**config.mk**
```make
export PLATFORM = sky130hd
export DESIGN_NAME = led_matrix_scroll_scanner_top
export DESIGN_NICKNAME = d
export VERILOG_FILES = /design/src/rtl/lmss_pkg.sv /design/src/rtl/lmss_front.sv /design/src/rtl/lmss_queue.sv /design/src/rtl/lmss_back.sv /design/src/rtl/led_matrix_scroll_scanner_top.sv
export SDC_FILE = /design/constraint.sdc
export NUM_CORES = 2
export LEC_CHECK = 0
export BUFFER_PORTS_ARGS = -buffer_cell sky130_fd_sc_hd__buf_4
export CORE_AREA = 2 2 433 435
export DETAILED_ROUTE_END_ITERATION = 12
export DIE_AREA = 0 0 435 437
export REMOVE_ABC_BUFFERS = 1
export SLEW_MARGIN = 20
export SYNTH_ARGS = -nofsm -noshare
export SYNTH_HDL_FRONTEND = slang
export SYNTH_SLANG_ARGS = --single-unit
```
**constraint.sdc**
```tcl
create_clock -name clock -period 3.67 [get_ports clock]
set_clock_uncertainty 0.05 [all_clocks]
set_input_delay 0.367 -clock clock [delete_from_list [all_inputs] [get_ports clock]]
set_output_delay 0.367 -clock clock [all_outputs]
set_load 0.005 [all_outputs]
```
**src/rtl/lmss_pkg.sv**
```systemverilog
// ----------------------------------------------------------------------------
// lmss_pkg
// Shared types, codes and defaults for the LED matrix scroll scanner.
// ----------------------------------------------------------------------------
package lmss_pkg;

   localparam int MODE_W       = 3;
   localparam int COLUMN_W     = 7;
   localparam int PIXELS_W     = 16;
   localparam int SCAN_INDEX_W = 5;

   localparam int HALF_COLUMNS_DEF   = 32;
   localparam int HIDDEN_COLUMNS_DEF = 20;
   localparam int ROW_BITS_DEF       = 16;

   localparam int QUEUE_DEPTH = 2;
   localparam int QPTR_W      = 1;
   localparam int QCOUNT_W    = 2;

   localparam logic [MODE_W-1:0] MODE_OR_WRITE = 3'd0;
   localparam logic [MODE_W-1:0] MODE_STORE    = 3'd1;
   localparam logic [MODE_W-1:0] MODE_CLEAR    = 3'd2;
   localparam logic [MODE_W-1:0] MODE_SCROLL   = 3'd3;
   localparam logic [MODE_W-1:0] MODE_SCAN     = 3'd4;

   localparam int OP_W = 3;
   localparam logic [OP_W-1:0] OP_OR     = 3'd0;
   localparam logic [OP_W-1:0] OP_STORE  = 3'd1;
   localparam logic [OP_W-1:0] OP_CLEAR  = 3'd2;
   localparam logic [OP_W-1:0] OP_SCROLL = 3'd3;
   localparam logic [OP_W-1:0] OP_SCAN   = 3'd4;

   localparam int REGION_W = 2;
   localparam logic [REGION_W-1:0] REGION_LEFT   = 2'd0;
   localparam logic [REGION_W-1:0] REGION_RIGHT  = 2'd1;
   localparam logic [REGION_W-1:0] REGION_HIDDEN = 2'd2;
   localparam logic [REGION_W-1:0] REGION_NONE   = 2'd3;

   typedef struct packed {
      logic [MODE_W-1:0]   mode;
      logic [COLUMN_W-1:0] column;
      logic [PIXELS_W-1:0] pixels;
   } req_type;

   typedef struct packed {
      logic                    upper_bit;
      logic                    lower_bit;
      logic [SCAN_INDEX_W-1:0] scan_index;
      logic                    frame_start;
      logic                    last;
   } rsp_type;

   typedef struct packed {
      logic [OP_W-1:0]     op;
      logic [REGION_W-1:0] region;
      logic [COLUMN_W-1:0] index;
      logic [PIXELS_W-1:0] pixels;
   } op_type;

endpackage

```
**src/rtl/lmss_front.sv**
```systemverilog
// ----------------------------------------------------------------------------
// lmss_front
// Decodes a request into an operation and resolves the target column region.
// ----------------------------------------------------------------------------
module lmss_front #(
   parameter int HALF_COLUMNS   = lmss_pkg::HALF_COLUMNS_DEF,
   parameter int HIDDEN_COLUMNS = lmss_pkg::HIDDEN_COLUMNS_DEF
) (
   input  lmss_pkg::req_type req,
   output logic              op_valid,
   output lmss_pkg::op_type  op
);

   localparam int RIGHT_END  = 2 * HALF_COLUMNS;
   localparam int HIDDEN_END = RIGHT_END + HIDDEN_COLUMNS;

   int col;

   always_comb begin
      col       = int'(req.column);
      op.pixels = req.pixels;
      op.index  = '0;
      if (col < HALF_COLUMNS) begin
         op.region = lmss_pkg::REGION_LEFT;
         op.index  = req.column;
      end else if (col < RIGHT_END) begin
         op.region = lmss_pkg::REGION_RIGHT;
         op.index  = lmss_pkg::COLUMN_W'(col - HALF_COLUMNS);
      end else if (col < HIDDEN_END) begin
         op.region = lmss_pkg::REGION_HIDDEN;
         op.index  = lmss_pkg::COLUMN_W'(col - RIGHT_END);
      end else begin
         op.region = lmss_pkg::REGION_NONE;
      end

      unique case (req.mode)
         lmss_pkg::MODE_OR_WRITE: begin
            op.op    = lmss_pkg::OP_OR;
            op_valid = (op.region == lmss_pkg::REGION_LEFT) ||
                       (op.region == lmss_pkg::REGION_RIGHT);
         end
         lmss_pkg::MODE_STORE: begin
            op.op    = lmss_pkg::OP_STORE;
            op_valid = (op.region != lmss_pkg::REGION_NONE);
         end
         lmss_pkg::MODE_CLEAR: begin
            op.op    = lmss_pkg::OP_CLEAR;
            op_valid = 1'b1;
         end
         lmss_pkg::MODE_SCROLL: begin
            op.op    = lmss_pkg::OP_SCROLL;
            op_valid = 1'b1;
         end
         lmss_pkg::MODE_SCAN: begin
            op.op    = lmss_pkg::OP_SCAN;
            op_valid = 1'b1;
         end
         default: begin
            op.op    = lmss_pkg::OP_CLEAR;
            op_valid = 1'b0;
         end
      endcase
   end

endmodule

```
**src/rtl/lmss_queue.sv**
```systemverilog
// ----------------------------------------------------------------------------
// lmss_queue
// Two-entry operation queue between the decoder and the column engine.
// ----------------------------------------------------------------------------
module lmss_queue (
   input  logic             clock,
   input  logic             reset,
   input  logic             push,
   input  lmss_pkg::op_type push_op,
   input  logic             pop,
   output lmss_pkg::op_type head_op,
   output logic             empty,
   output logic             full
);

   lmss_pkg::op_type                    mem_ff [lmss_pkg::QUEUE_DEPTH];
   logic [lmss_pkg::QPTR_W-1:0]         wr_ptr_ff, wr_ptr_in;
   logic [lmss_pkg::QPTR_W-1:0]         rd_ptr_ff, rd_ptr_in;
   logic [lmss_pkg::QCOUNT_W-1:0]       count_ff, count_in;
   logic                                do_push, do_pop;

   assign empty   = (count_ff == '0);
   assign full    = (count_ff == lmss_pkg::QCOUNT_W'(lmss_pkg::QUEUE_DEPTH));
   assign head_op = mem_ff[rd_ptr_ff];
   assign do_push = push && !full;
   assign do_pop  = pop && !empty;

   always_comb begin
      wr_ptr_in = do_push ? wr_ptr_ff + lmss_pkg::QPTR_W'(1) : wr_ptr_ff;
      rd_ptr_in = do_pop  ? rd_ptr_ff + lmss_pkg::QPTR_W'(1) : rd_ptr_ff;
      count_in  = count_ff;
      if (do_push && !do_pop) begin
         count_in = count_ff + lmss_pkg::QCOUNT_W'(1);
      end else if (do_pop && !do_push) begin
         count_in = count_ff - lmss_pkg::QCOUNT_W'(1);
      end
   end

   always_ff @(posedge clock) begin
      if (reset) begin
         wr_ptr_ff <= '0;
         rd_ptr_ff <= '0;
         count_ff  <= '0;
      end else begin
         wr_ptr_ff <= wr_ptr_in;
         rd_ptr_ff <= rd_ptr_in;
         count_ff  <= count_in;
      end
   end

   always_ff @(posedge clock) begin
      if (do_push) begin
         mem_ff[wr_ptr_ff] <= push_op;
      end
   end

endmodule

```
**src/rtl/lmss_back.sv**
```systemverilog
// ----------------------------------------------------------------------------
// lmss_back
// Column store engine: writes, clear, scroll, and row-serial column scan.
// ----------------------------------------------------------------------------
module lmss_back #(
   parameter int HALF_COLUMNS   = lmss_pkg::HALF_COLUMNS_DEF,
   parameter int HIDDEN_COLUMNS = lmss_pkg::HIDDEN_COLUMNS_DEF,
   parameter int ROW_BITS       = lmss_pkg::ROW_BITS_DEF
) (
   input  logic              clock,
   input  logic              reset,
   input  logic              op_ready,
   input  lmss_pkg::op_type  op,
   output logic              op_pop,
   output logic              rsp_strobe,
   output lmss_pkg::rsp_type rsp_data
);

   localparam int PW = $clog2(HALF_COLUMNS);
   localparam int RW = $clog2(ROW_BITS);
   localparam logic [PW-1:0] POS_TOP  = PW'(HALF_COLUMNS - 1);
   localparam logic [RW-1:0] LAST_ROW = RW'(ROW_BITS - 1);

   logic [ROW_BITS-1:0] left_ff   [HALF_COLUMNS];
   logic [ROW_BITS-1:0] left_in   [HALF_COLUMNS];
   logic [ROW_BITS-1:0] right_ff  [HALF_COLUMNS];
   logic [ROW_BITS-1:0] right_in  [HALF_COLUMNS];
   logic [ROW_BITS-1:0] hidden_ff [HIDDEN_COLUMNS];
   logic [ROW_BITS-1:0] hidden_in [HIDDEN_COLUMNS];

   logic [PW-1:0]                     pos_ff, pos_in;
   logic                              scanning_ff, scanning_in;
   logic [RW-1:0]                     row_ff, row_in;
   logic [ROW_BITS-1:0]               upper_sh_ff, upper_sh_in;
   logic [ROW_BITS-1:0]               lower_sh_ff, lower_sh_in;
   logic [lmss_pkg::SCAN_INDEX_W-1:0] index_ff, index_in;
   logic                              frame_ff, frame_in;
   logic                              last_row;
   logic [ROW_BITS-1:0]               pix;

   assign last_row   = (row_ff == LAST_ROW);
   assign op_pop     = op_ready && (!scanning_ff || last_row);
   assign pix        = ROW_BITS'(op.pixels);
   assign rsp_strobe = scanning_ff;

   always_comb begin
      rsp_data.upper_bit   = upper_sh_ff[0];
      rsp_data.lower_bit   = lower_sh_ff[0];
      rsp_data.scan_index  = index_ff;
      rsp_data.frame_start = frame_ff;
      rsp_data.last        = last_row;
   end

   always_comb begin
      left_in     = left_ff;
      right_in    = right_ff;
      hidden_in   = hidden_ff;
      pos_in      = pos_ff;
      scanning_in = scanning_ff;
      row_in      = row_ff;
      upper_sh_in = upper_sh_ff;
      lower_sh_in = lower_sh_ff;
      index_in    = index_ff;
      frame_in    = frame_ff;

      if (scanning_ff) begin
         upper_sh_in = upper_sh_ff >> 1;
         lower_sh_in = lower_sh_ff >> 1;
         row_in      = row_ff + RW'(1);
         if (last_row) begin
            scanning_in = 1'b0;
         end
      end

      if (op_pop) begin
         unique case (op.op)
            lmss_pkg::OP_OR, lmss_pkg::OP_STORE: begin
               for (int i = 0; i < HALF_COLUMNS; i++) begin
                  if (op.index == lmss_pkg::COLUMN_W'(i)) begin
                     if (op.region == lmss_pkg::REGION_LEFT) begin
                        left_in[i] = (op.op == lmss_pkg::OP_OR) ? (left_ff[i] | pix) : pix;
                     end
                     if (op.region == lmss_pkg::REGION_RIGHT) begin
                        right_in[i] = (op.op == lmss_pkg::OP_OR) ? (right_ff[i] | pix) : pix;
                     end
                  end
               end
               for (int i = 0; i < HIDDEN_COLUMNS; i++) begin
                  if ((op.index == lmss_pkg::COLUMN_W'(i)) &&
                      (op.region == lmss_pkg::REGION_HIDDEN) &&
                      (op.op == lmss_pkg::OP_STORE)) begin
                     hidden_in[i] = pix;
                  end
               end
            end
            lmss_pkg::OP_CLEAR: begin
               for (int i = 0; i < HALF_COLUMNS; i++) begin
                  left_in[i]  = '0;
                  right_in[i] = '0;
               end
            end
            lmss_pkg::OP_SCROLL: begin
               for (int i = 0; i < HALF_COLUMNS - 1; i++) begin
                  left_in[i]  = left_ff[i + 1];
                  right_in[i] = right_ff[i + 1];
               end
               left_in[HALF_COLUMNS - 1]  = right_ff[0];
               right_in[HALF_COLUMNS - 1] = hidden_ff[0];
               for (int i = 0; i < HIDDEN_COLUMNS - 1; i++) begin
                  hidden_in[i] = hidden_ff[i + 1];
               end
               hidden_in[HIDDEN_COLUMNS - 1] = '0;
            end
            lmss_pkg::OP_SCAN: begin
               upper_sh_in = left_ff[pos_ff];
               lower_sh_in = right_ff[pos_ff];
               index_in    = lmss_pkg::SCAN_INDEX_W'(pos_ff);
               frame_in    = (pos_ff == POS_TOP);
               pos_in      = (pos_ff == '0) ? POS_TOP : pos_ff - PW'(1);
               row_in      = '0;
               scanning_in = 1'b1;
            end
            default: begin
            end
         endcase
      end
   end

   always_ff @(posedge clock) begin
      if (reset) begin
         for (int i = 0; i < HALF_COLUMNS; i++) begin
            left_ff[i]  <= '0;
            right_ff[i] <= '0;
         end
         for (int i = 0; i < HIDDEN_COLUMNS; i++) begin
            hidden_ff[i] <= '0;
         end
         pos_ff      <= POS_TOP;
         scanning_ff <= 1'b0;
         row_ff      <= '0;
      end else begin
         left_ff     <= left_in;
         right_ff    <= right_in;
         hidden_ff   <= hidden_in;
         pos_ff      <= pos_in;
         scanning_ff <= scanning_in;
         row_ff      <= row_in;
      end
   end

   always_ff @(posedge clock) begin
      upper_sh_ff <= upper_sh_in;
      lower_sh_ff <= lower_sh_in;
      index_ff    <= index_in;
      frame_ff    <= frame_in;
   end

endmodule

```
**src/rtl/led_matrix_scroll_scanner_top.sv**
```systemverilog
// ----------------------------------------------------------------------------
// led_matrix_scroll_scanner_top
// LED matrix column store with scroll buffer and row-serial column scanner.
// ----------------------------------------------------------------------------
// Write, clear and scroll transactions are applied by the column engine when it pops them.
// A scan emits ROW_BITS row bits (16 by default): one row bit per cycle from the shifters.
// On an idle engine, an accepted scan passes the queue entry, then the scan shifters.
// A two-entry queue decouples the decoder; busy is high while it is full.
// Results cannot be stalled. Reset clears all columns, sets scan position to
// HALF_COLUMNS-1 and empties the queue.
module led_matrix_scroll_scanner_top #(
   parameter int HALF_COLUMNS   = lmss_pkg::HALF_COLUMNS_DEF,
   parameter int HIDDEN_COLUMNS = lmss_pkg::HIDDEN_COLUMNS_DEF,
   parameter int ROW_BITS       = lmss_pkg::ROW_BITS_DEF
) (
   input  logic              clock,
   input  logic              reset,
   input  logic              start,
   output logic              busy,
   input  lmss_pkg::req_type req_data,
   output logic              rsp_strobe,
   output lmss_pkg::rsp_type rsp_data
);

   lmss_pkg::op_type dec_op;
   lmss_pkg::op_type head_op;
   logic             dec_valid;
   logic             q_empty;
   logic             q_full;
   logic             q_pop;

   assign busy = q_full;

   lmss_front #(
      .HALF_COLUMNS  (HALF_COLUMNS),
      .HIDDEN_COLUMNS(HIDDEN_COLUMNS)
   ) u_front (
      .req     (req_data),
      .op_valid(dec_valid),
      .op      (dec_op)
   );

   lmss_queue u_queue (
      .clock  (clock),
      .reset  (reset),
      .push   (start && !busy && dec_valid),
      .push_op(dec_op),
      .pop    (q_pop),
      .head_op(head_op),
      .empty  (q_empty),
      .full   (q_full)
   );

   lmss_back #(
      .HALF_COLUMNS  (HALF_COLUMNS),
      .HIDDEN_COLUMNS(HIDDEN_COLUMNS),
      .ROW_BITS      (ROW_BITS)
   ) u_back (
      .clock     (clock),
      .reset     (reset),
      .op_ready  (!q_empty),
      .op        (head_op),
      .op_pop    (q_pop),
      .rsp_strobe(rsp_strobe),
      .rsp_data  (rsp_data)
   );

   a_reset_quiet: assert property (@(posedge clock)
      reset |=> !rsp_strobe && !busy)
      else $error("results or busy after reset");

   a_scan_burst: assert property (@(posedge clock) disable iff (reset)
      rsp_strobe && !rsp_data.last |=> rsp_strobe)
      else $error("scan burst broken");

   a_scan_stable: assert property (@(posedge clock) disable iff (reset)
      rsp_strobe && !rsp_data.last |=>
         $stable(rsp_data.scan_index) && $stable(rsp_data.frame_start))
      else $error("scan column changed within burst");

   a_frame_index: assert property (@(posedge clock) disable iff (reset)
      rsp_strobe && rsp_data.frame_start |->
         rsp_data.scan_index == lmss_pkg::SCAN_INDEX_W'(HALF_COLUMNS - 1))
      else $error("frame start on wrong column");

endmodule
```
==> results.txt <==
most frequent cell after synthesis = a21oi_1
VDD IR max = 0.5042 mV
wire length on met3 = 15280 um
Setup CP Type = flop to flop
outcome = finished, final reports clean
wl on met1 = 98500 um
number of enable flip-flop cells after synthesis = 62
WL per Instance = 25.44 um
final wirelength = 228900 um
Tot Pwr = 50310 uW
via count = 56860
Syn-to-layout area delta = 13.86%
vias per cell = 6.320
FMAX = 0.2874 GHz
#FFs+latches synth = 1453
Final ANT Viol Nets = 0
critical path's top delay family = compound AO/OA/AOI/OAI gates
PwrDens = 683.8 mW/mm^2
DR top layer = met5
input/output buffers = 39
Rel. slew slack = 0.2179
switch share = 0.3618
CP Launch Type = flop
CTS Buf Count = 157
peak fanout along the critical path = 25
leakage = 0.02551 uW
clk slew on worst S/H paths = 0.06 ns
combinational power share = 0.280
ranking of synthesized cells by area = dfxtp_1 (43%), o2bb2ai_1 (13%), a21oi_1 (12%), mux2i_1 (4.9%), o2111ai_1 (4.3%)
# rows = 158
Worst-Skew Late Latency = 0.81 ns
CP max stage delay = 0.64 ns
total track usage = 0.2302
worst reg-to-reg setup slack = 0.19 ns
share of post-route cells with drive strength above 1 = 0.1292
CTS tree = built
Final nets = 6424
IO Pins = 40
die height = 437 um
Max-cap violations = 0
Die Area = 0.1901 mm^2
slowest CP cell = dfxtp_2
pins over their slew limit = 0
switching pwr = 18200 uW
Fillers = 18120
number of global-route vias before repair = 53890
initial antenna violation count = 1
cells after synthesis = 6617
clock share of power = 0.321
RSZ-0062 raised after global routing = false
H-tree depth = 4
critical path depth = 5
HP Class = primary input to flop
CP endpoint = u_back.right_ff[119]
worst-path cell chain = or3b_2 > a222oi_1 > a21o_1 > nand2_1 > o2bb2ai_1
Post-synth ARST share = 0
CTS root buf = clkbuf_16
syn avg cell area = 9.766 um^2
initial core utilization = 0.3492
Worst R2R Path Depth = 5
drt pass-1 iters = 6
CP arrival = 4.16 ns
pin count of the biggest net entering global routing = 142
WP buf/inv = 0
predominant post-synthesis flop cell = dfxtp_1
Ys Warns = 0
cell taking the most area after synthesis = dfxtp_1
Setup-failing EPs final = 0
die span in x = 435 um
Max Root-Sink Buffers = 3
worst slew pin tran = 1.173 ns
endpoints failing hold = 0
Crit path required time = 4.35 ns
gp weighted congestion = 0.8875
hpwl dp = 143800 um
gr ovfl total = 0
CP Capture Type = flop
sequential area share after synthesis = 0.4597
clock sink total = 1453
Synth Cell Area = 0.06462 mm^2
core area = 0.1850 mm^2
share of the synthesized area in the top cell type = 0.4309
number of remaining DRC errors = 0
worst flop-to-flop path endpoint = u_back.right_ff[119]
Tcrit/Tclk final = 0.9480
first-pass GRT wire length = 346900 um
DR iter-0 viols = 6317
Antenna diodes = 0
post-synth cell types = 68
Total Negative Setup Slacks = 0 ns
Reg power frac = 0.399
wire length on met2 = 105300 um
Internal Power = 32110 uW
top cells by count, synth = a21oi_1 (1526), dfxtp_1 (1391), o2bb2ai_1 (967)
crit path time final = 3.479 ns
==> metal layers <==
| layer | vias to the layer above | global-route usage |
|---|---|---|
| met2 | 2247 | 0.3667 |
| met1 | 28570 | 0.3079 |
| met4 | 2 | 0.1030 |
| li1 | 25590 | - |
| met3 | 448 | 0.03438 |
| met5 | - | 0 |
==> power by group through the flow <==
stage,Sequential (uW),Clock [uW],Combinational (uW)
after floorplan,19800,0,8350
after global placement,20200,0,13600
after detailed placement,20300,0,13800
after CTS,20000,16300,13900
after global routing,20300,17000,15100
final,20100,16100,14100
==> cell usage in the layout (no fill, tap or decap), types with 30 or more instances in the layout <==
cell type / count
o2111ai_1: 317
mux4_2: 93
edfxtp_1: 62
nand2_1: 197
buf_4: 311
dfxtp_1: 1384
clkbuf_1: 30
o2bb2ai_1: 967
mux2i_1: 316
a21oi_1: 1522
o22ai_1: 46
clkbuf_8: 37
buf_12: 45
clkbuf_16: 162
a22o_1: 123
a311oi_1: 61
mux2_2: 49
o21ai_0: 327
a221oi_1: 65
==> sequential cells by signal (all words and copies together) (netlist names), 5 cells and up, named ones only <==
name,flops
u_queue.mem_ff,56
u_back.pos_ff,5
u_back.upper_sh_ff,16
u_back.left_ff,512
u_back.lower_sh_ff,16
u_back.hidden_ff,320
u_back.index_ff,5
u_back.right_ff,512
==> timing repair <==
item / in CTS / in global routing
resized for setup: 0 / 1
setup endpoints to repair: 0 / 10
hold buffers: 26 / 0
buffers inserted: 0 / 0
endpoints found under the hold margin: 51 / 0
==> worst reg2reg max path, delay by kind of cell (launching register included) <==
kind	cells	cell delay, ns
and+or+nand+nor	2	1.21
AOI/OAI and AO/OA	3	1.52
DFF	1	0.64
==> how the worst min path moves through the flow <==
stage / slack [ns] / start / to / cells past startpoint
2_1_floorplan: 0.38 / u_back.left_ff[496] / u_back.left_ff[496] / 1
3_3_place_gp: 0.39 / u_back.left_ff[505] / u_back.left_ff[505] / 1
3_5_place_dp: 0.40 / u_back.left_ff[502] / u_back.left_ff[502] / 1
4_1_cts: 0.02 / req_data[19] / u_queue.mem_ff[0][19] / 2
5_1_grt: 0.03 / req_data[19] / u_queue.mem_ff[0][19] / 2
6_report: 0.09 / start / u_queue.wr_ptr_ff / 5
==> area by class of cell <==
type,count,area (um^2),share of cell area
tap,2480,3103,0.04217
clock inverter,54,544.3,0.007397
clock buffer,230,4681,0.06362
inverter,7,26.28,0.0003571
sequential,1453,29730,0.4040
timing repair buffer,383,3511,0.04772
multi-input combinational,4389,31980,0.4347
==> logic make-up after synthesis <==
family,Yosys count,share of synthesized area
xor gates and xnor gates,8,0.001084
AOI/OAI and AO/OA,3572,0.3734
muxes,461,0.09044
DFF,1453,0.4597
buffers and inverters,778,0.04992
adders and majority gates,4,0.0007745
and+or+nand+nor,340,0.02455
other,1,0.00005803
==> stage by stage <==
step	utilization	hold WS, ns	area [um^2]	std cells	setup slack [ns]
floorplan	-	0.3778	61430	5849	-34.34
global placement	0.3677	0.3937	68030	8684	0.2916
detailed placement	0.3679	0.3960	68080	8686	0.2445
CTS	0.3976	0.02146	73560	8996	0.2122
global route	0.3976	0.02688	73580	8996	0.1030
finish	0.3976	0.08988	73580	8996	0.1909
No activity file was read; power rests on OpenSTA's default activity.
